[src/hw/rtl/tss_pkg.sv]
// Shared types, constants and codes of the timed step sequencer.
`timescale 1ns / 1ps
package tss_pkg;

    localparam int STEP_W     = 10;
    localparam int MAX_STEPS  = 1 << STEP_W;
    localparam int COUNT_W    = 11;
    localparam int TIME_W     = 25;
    localparam int REP_W      = 10;
    localparam int CMD_W      = 3;
    localparam int IN_DATA_W  = 72;
    localparam int OUT_DATA_W = 48;
    localparam int CFG_ADDR_W = 3;
    localparam int CFG_DATA_W = 32;

    localparam logic [TIME_W-1:0]  TIME_LIMIT       = TIME_W'(31536000);
    localparam logic [REP_W-1:0]   REPEAT_LIMIT     = REP_W'(999);
    localparam logic [TIME_W-1:0]  DEFAULT_DURATION = TIME_W'(3600);
    localparam logic [COUNT_W-1:0] COUNT_MAX        = COUNT_W'(MAX_STEPS);

    typedef enum logic [CMD_W-1:0] {
        CMD_TICK   = 3'd0,
        CMD_START  = 3'd1,
        CMD_RESUME = 3'd2,
        CMD_STOP   = 3'd3,
        CMD_REPEAT = 3'd4,
        CMD_WRITE  = 3'd5
    } cmd_t;

    typedef enum logic {
        REG_STEP_COUNT = 1'b0
    } reg_idx_t;

    typedef struct packed {
        logic [CMD_W-1:0]  command;
        logic [TIME_W-1:0] seconds;
        logic              auto_step;
        logic [REP_W-1:0]  repeat_value;
        logic [STEP_W-1:0] step_index;
        logic [TIME_W-1:0] duration;
    } item_t;

    typedef struct packed {
        logic [STEP_W-1:0] current_step;
        logic [TIME_W-1:0] elapsed_time;
        logic              running;
        logic              continuing;
        logic [REP_W-1:0]  repeats_left;
        logic              step_finished;
    } status_t;

    typedef struct packed {
        logic              en;
        logic [STEP_W-1:0] addr;
        logic [TIME_W-1:0] data;
    } mem_wr_t;

endpackage

[src/hw/rtl/tss_core.sv]
// Sequencer state registers and the command logic for one word.
`timescale 1ns / 1ps
module tss_core (
    input  logic                        clk,
    input  logic                        rst_n,
    input  logic                        proc_valid,
    input  tss_pkg::item_t              item,
    input  logic [tss_pkg::TIME_W-1:0]  dur,
    input  logic                        cfg_wr,
    input  logic [tss_pkg::COUNT_W-1:0] cfg_value,
    output tss_pkg::status_t            status,
    output tss_pkg::mem_wr_t            mem_wr,
    output logic [tss_pkg::STEP_W-1:0]  raddr,
    output logic [tss_pkg::COUNT_W-1:0] step_count
);
    import tss_pkg::*;

    logic [STEP_W-1:0]  active_reg,  active_next;
    logic [TIME_W-1:0]  elapsed_reg, elapsed_next;
    logic [REP_W-1:0]   repeats_reg, repeats_next;
    logic               run_reg,     run_next;
    logic               cont_reg,    cont_next;
    logic [COUNT_W-1:0] count_reg,   count_next;

    always_comb
    begin
        logic [TIME_W-1:0]  secs_term;
        logic [TIME_W:0]    sum;
        logic               reached;
        logic [COUNT_W-1:0] inc;
        logic               move_req;
        logic               finished;
        logic [COUNT_W-1:0] v;

        active_next  = active_reg;
        elapsed_next = elapsed_reg;
        repeats_next = repeats_reg;
        run_next     = run_reg;
        cont_next    = cont_reg;
        count_next   = count_reg;
        mem_wr       = '0;
        move_req     = 1'b0;
        finished     = 1'b0;
        v            = cfg_value;

        if (cmd_t'(item.command) == CMD_TICK)
        begin
            secs_term = (item.seconds > TIME_LIMIT) ? TIME_LIMIT : item.seconds;
        end
        else
        begin
            secs_term = '0;
        end
        sum     = {1'b0, elapsed_reg} + {1'b0, secs_term};
        reached = (sum >= {1'b0, dur});
        inc     = {1'b0, active_reg} + 1'b1;

        if (proc_valid)
        begin
            unique case (cmd_t'(item.command))
                CMD_TICK:
                begin
                    if (run_reg)
                    begin
                        if (reached)
                        begin
                            elapsed_next = dur;
                            finished     = 1'b1;
                            move_req     = item.auto_step;
                        end
                        else
                        begin
                            elapsed_next = sum[TIME_W-1:0];
                        end
                    end
                end
                CMD_START:
                begin
                    cont_next = 1'b0;
                    if (!run_reg)
                    begin
                        run_next     = 1'b1;
                        active_next  = '0;
                        elapsed_next = '0;
                    end
                end
                CMD_RESUME:
                begin
                    cont_next = 1'b1;
                    if (!run_reg)
                    begin
                        run_next = 1'b1;
                        if (reached)
                        begin
                            elapsed_next = dur;
                            finished     = 1'b1;
                            move_req     = 1'b1;
                        end
                    end
                end
                CMD_STOP:
                begin
                    run_next  = 1'b0;
                    cont_next = 1'b1;
                end
                CMD_REPEAT:
                begin
                    repeats_next = (item.repeat_value > REPEAT_LIMIT) ?
                                   REPEAT_LIMIT : item.repeat_value;
                end
                CMD_WRITE:
                begin
                    if ({1'b0, item.step_index} < count_reg)
                    begin
                        mem_wr.en   = 1'b1;
                        mem_wr.addr = item.step_index;
                        if (item.duration == '0)
                        begin
                            mem_wr.data = TIME_W'(1);
                        end
                        else if (item.duration > TIME_LIMIT)
                        begin
                            mem_wr.data = TIME_LIMIT;
                        end
                        else
                        begin
                            mem_wr.data = item.duration;
                        end
                        if (item.step_index == active_reg)
                        begin
                            elapsed_next = '0;
                        end
                    end
                end
                default:
                begin
                end
            endcase

            // advance; past the last step wrap and use a repeat, or stop if none left
            if (move_req)
            begin
                elapsed_next = '0;
                if (inc >= count_reg)
                begin
                    active_next = '0;
                    if (repeats_reg != '0)
                    begin
                        repeats_next = repeats_reg - 1'b1;
                    end
                    else
                    begin
                        run_next  = 1'b0;
                        cont_next = 1'b0;
                    end
                end
                else
                begin
                    active_next = inc[STEP_W-1:0];
                end
            end
        end
        else if (cfg_wr && !run_reg)
        begin
            if (v == '0)
            begin
                v = COUNT_W'(1);
            end
            else if (v > COUNT_MAX)
            begin
                v = COUNT_MAX;
            end
            count_next = v;
            if ({1'b0, active_reg} >= v)
            begin
                active_next  = '0;
                elapsed_next = '0;
            end
        end

        status.current_step  = active_next;
        status.elapsed_time  = elapsed_next;
        status.running       = run_next;
        status.continuing    = cont_next;
        status.repeats_left  = repeats_next;
        status.step_finished = finished;
    end

    always_ff @(posedge clk or negedge rst_n)
    begin
        if (!rst_n)
        begin
            active_reg  <= '0;
            elapsed_reg <= '0;
            repeats_reg <= '0;
            run_reg     <= 1'b0;
            cont_reg    <= 1'b1;
            count_reg   <= COUNT_W'(1);
        end
        else
        begin
            active_reg  <= active_next;
            elapsed_reg <= elapsed_next;
            repeats_reg <= repeats_next;
            run_reg     <= run_next;
            cont_reg    <= cont_next;
            count_reg   <= count_next;
        end
    end

    assign raddr      = active_next;
    assign step_count = count_reg;

endmodule

[config.mk]
export PLATFORM = sky130hd
export DESIGN_NAME = tss_core
export DESIGN_NICKNAME = d
export VERILOG_FILES = /design/src/hw/rtl/tss_pkg.sv /design/src/hw/rtl/tss_core.sv
export SDC_FILE = /design/constraint.sdc
export NUM_CORES = 1
export LEC_CHECK = 0
export BUFFER_PORTS_ARGS = -buffer_cell sky130_fd_sc_hd__buf_4
export CORE_AREA = 2 2 164 166
export CTS_CLUSTER_DIAMETER = 120
export CTS_CLUSTER_SIZE = 28
export DETAILED_ROUTE_END_ITERATION = 8
export DIE_AREA = 0 0 166 168
export GPL_ROUTABILITY_DRIVEN = 0
export HOLD_SLACK_MARGIN = 0.06
export PLACE_DENSITY = 0.56
export SLEW_MARGIN = 5
export SYNTH_ARGS = -nofsm -noshare
export SYNTH_HDL_FRONTEND = slang
export SYNTH_SLANG_ARGS = --single-unit
export TNS_END_PERCENT = 5
[constraint.sdc]
create_clock -name clk -period 23.8 [get_ports clk]
set_input_delay 3.57 -clock clk [delete_from_list [all_inputs] [get_ports clk]]
set_output_delay 3.57 -clock clk [all_outputs]
set_load 0.1 [all_outputs]
==> run summary <==
Cells after Synth - 935
Initial Util - 0.273
maxcap violations - 0
critical path endpoint category - output port
vias - 7913
Least-Margin Pin Slew - 931 ps
HP Class - reg -> reg
Adder-Cell Fraction of Synth Area - 0.146
post-synthesis mux area share - 0.00749
die area - 27900 um^2
EDFF count, synth - 0
GRT Util Overall - 0.197
Resize count post-CTS - 0
#FFs+latches synth - 58
final HPWL from detailed placement - 22.1 mm
LEAKAGE - 4.46 nW
drt pass-1 iters - 5
CTS buffer count - 9
Worst Skew - 7.03 ps
final setup fails - 0
main combinational cell family by area after synthesis - compound AO/OA/AOI/OAI gates
Avg WL per Cell - 19.1 um
total chip power - 0.845 mW
clock tree buffer depth - 2
VDD IR max - 70.7 uV
Startpoint Class - primary input
Synth Area per Inst - 7.68 um^2
port bufs - 218
Warnings, synthesis - 0
Synth Net Count - 1132
compound-cell area share of the yosys netlist - 0.284
hold_buf cts - 0
CP max FO - 14
post-route ant nets - 0
Tcrit/Tclk final - 0.617
Core ar. - 26400 um^2
Final Hold Vio Count - 0
largest net degree at the start of global routing - 59
Overflow after GRT - 0
pwr dens - 90.1 nW/um^2
number of global-route vias before repair - 7704
simple logic cell fraction of the synthesized area - 0.245
CP Data Arrival Time - 11110 ps
global-route wire length before repair - 43.4 mm
initial antenna violation count - 1
DR vias/cell - 5.43
clock latency on the worst-skew pair - 340 ps
share of cells above drive strength 1 - 0.238
routed wire length - 27.8 mm
FMAX - 68.1 MHz
Die Y - 168 um
Clock transition at path regs - 50 ps
Nets - 1309
final slew viol count - 0
ys async rst share - 1.00
CTS root buf - clkbuf_16
initial DRC count - 504
R2R setup slack - 17920 ps
min cycle time layout - 14680 ps
CTS H-tree depth - 3
number of flip-flops in the largest register - 25
drt drc - 0
Worst slew margin - 0.379
# IOs - 219
XOR/XNOR Fraction of Synth Area - 0.0488
Sink Count - 58
synth unique cells - 72
critical path class - in -> out
Die X-Extent - 166 um
unrepaired setup endpoints after global routing - false
status - complete, no violations
required time worst endpoint - 20230 ps
setup_tns - 0 ps
n_diodes - 0
Row Count - 60
Primary FF master, synth - dfrtp_1
sequential-to-total area share from yosys stat - 0.202
area delta synth->final - 30.5%
Post-CTS Setup Inserts - 0
CTS tree - built
Post-Synthesis Cell Area - 7180 um^2
-- power by group --
| part | leakage (nW) | switching [mW] | internal [mW] |
|---|---|---|---|
| Clock | 0.176 | 0.0546 | 0.113 |
| Sequential | 0.742 | 0.0359 | 0.122 |
| Combinational | 3.54 | 0.379 | 0.140 |
| Total | 4.46 | 0.470 | 0.375 |
-- layout by cell type, fill, tap and decap left out, drive strengths merged, types with 14 or more instances in the layout --
cell type  netlist  routed
and2            46      46
and3            16      16
buf             19     224
nor3            21      21
nand3           28      28
nand2           62      62
inv             51      51
nor4            15      15
o21ai           63      63
nor2b           21      21
ha              82      82
dfrtp           56      56
o22ai           15      15
a21o            18      18
xnor2           29      29
o21a            14      14
a21oi           61      61
nor2            81      81
a31oi           19      19
-- logic make-up after synthesis --
logic type | count (synthesis)
AO/OA/AOI/OAI | 297
XOR/XNOR | 40
adder cells (fa/ha/maj) | 83
buffers and inverters | 109
flip-flops | 58
multiplexers | 5
AND/OR/NAND/NOR | 343
-- routing by layer --
| metal | track usage | wire, um |
|---|---|---|
| met4 | 0.0480 | 501 |
| met5 | 0 | 13 |
| met3 | 0.0348 | 1850 |
| met1 | 0.256 | 12300 |
| met2 | 0.341 | 13200 |
-- cell usage after synthesis (all sizes together), types with 6 or more instances --
| master | instances | area, um^2 |
|---|---|---|
| nor2b | 21 | 131 |
| nand2 | 62 | 235 |
| a21oi | 61 | 320 |
| buf | 19 | 144 |
| a21o | 18 | 135 |
| dfrtp | 56 | 1400 |
| or2 | 6 | 37.5 |
| a22oi | 8 | 60.1 |
| o31ai | 7 | 52.6 |
| nor2 | 81 | 304 |
| or3 | 9 | 56.3 |
| a221oi | 6 | 58.8 |
| nand3 | 28 | 140 |
| xor2 | 11 | 96.3 |
| a22o | 12 | 105 |
| and2 | 46 | 290 |
| o2bb2ai | 8 | 70.1 |
| nand2b | 13 | 81.3 |
| o211a | 6 | 60.1 |
| a31oi | 19 | 119 |
| o21a | 14 | 105 |
| o22ai | 15 | 93.8 |
| xnor2 | 29 | 254 |
| a32oi | 10 | 87.6 |
| nor3 | 21 | 105 |
| clkbuf | 39 | 146 |
| nor4 | 15 | 93.8 |
| inv | 51 | 191 |
| ha | 82 | 1030 |
| nand4 | 12 | 75.1 |
| o21ai | 63 | 315 |
| and3 | 16 | 100 |
-- worst paths after layout --
path	startpoint	end	cells past startpoint
worst min-delay path	cont_reg	cont_reg	1
max in group asynchronous	rst_n	elapsed_reg[17]	1
worst max register to register	elapsed_reg[0]	active_reg[4]	17
worst min register to register	cont_reg	cont_reg	1
min in group asynchronous	rst_n	step_count[10]	1
worst max-delay path	item[49]	status[42]	27
-- through the flow --
step	hold slack (ps)	setup WS [ps]	utilization	cell area [um^2]	instances
2_1_floorplan	475	8660	-	7180	935
5_1_grt	520	8360	0.356	9370	1458
4_1_cts	506	9090	0.356	9370	1458
3_3_place_gp	493	9390	0.342	9010	1442
3_5_place_dp	498	9130	0.342	9010	1442
6_report	503	9120	0.356	9370	1458
-- critical path: stages --
cell and delay (ps):
buf_4 110, nor4_1 310, a21oi_1 140, o311a_1 300, o31ai_1 220, a21oi_1 210
nor2_1 450, and2_1 200, ha_1 290, a21o_1 240, a21oi_1 200, o221a_2 260
o21ai_1 100, or3_1 330, a221oi_2 330, o31ai_1 150, xor2_1 170, ha_1 320
nand4_1 110, or4_1 510, a31o_2 260, nand2_2 190, o211ai_4 150, nor2_1 730
a21oi_1 160, o21ai_0 660, buf_4 420
-- layout make-up --
type / count / area [um^2]
Tap cell: 341 / 427
Multi-Input combinational cell: 768 / 5250
Clock inverter: 7 / 141
Fill cell: 2817 / 17000
Timing Repair Buffer: 224 / 1680
Inverter: 51 / 191
Sequential cell: 58 / 1450
Clock buffer: 9 / 225
No activity file was read; power rests on OpenSTA's default activity.
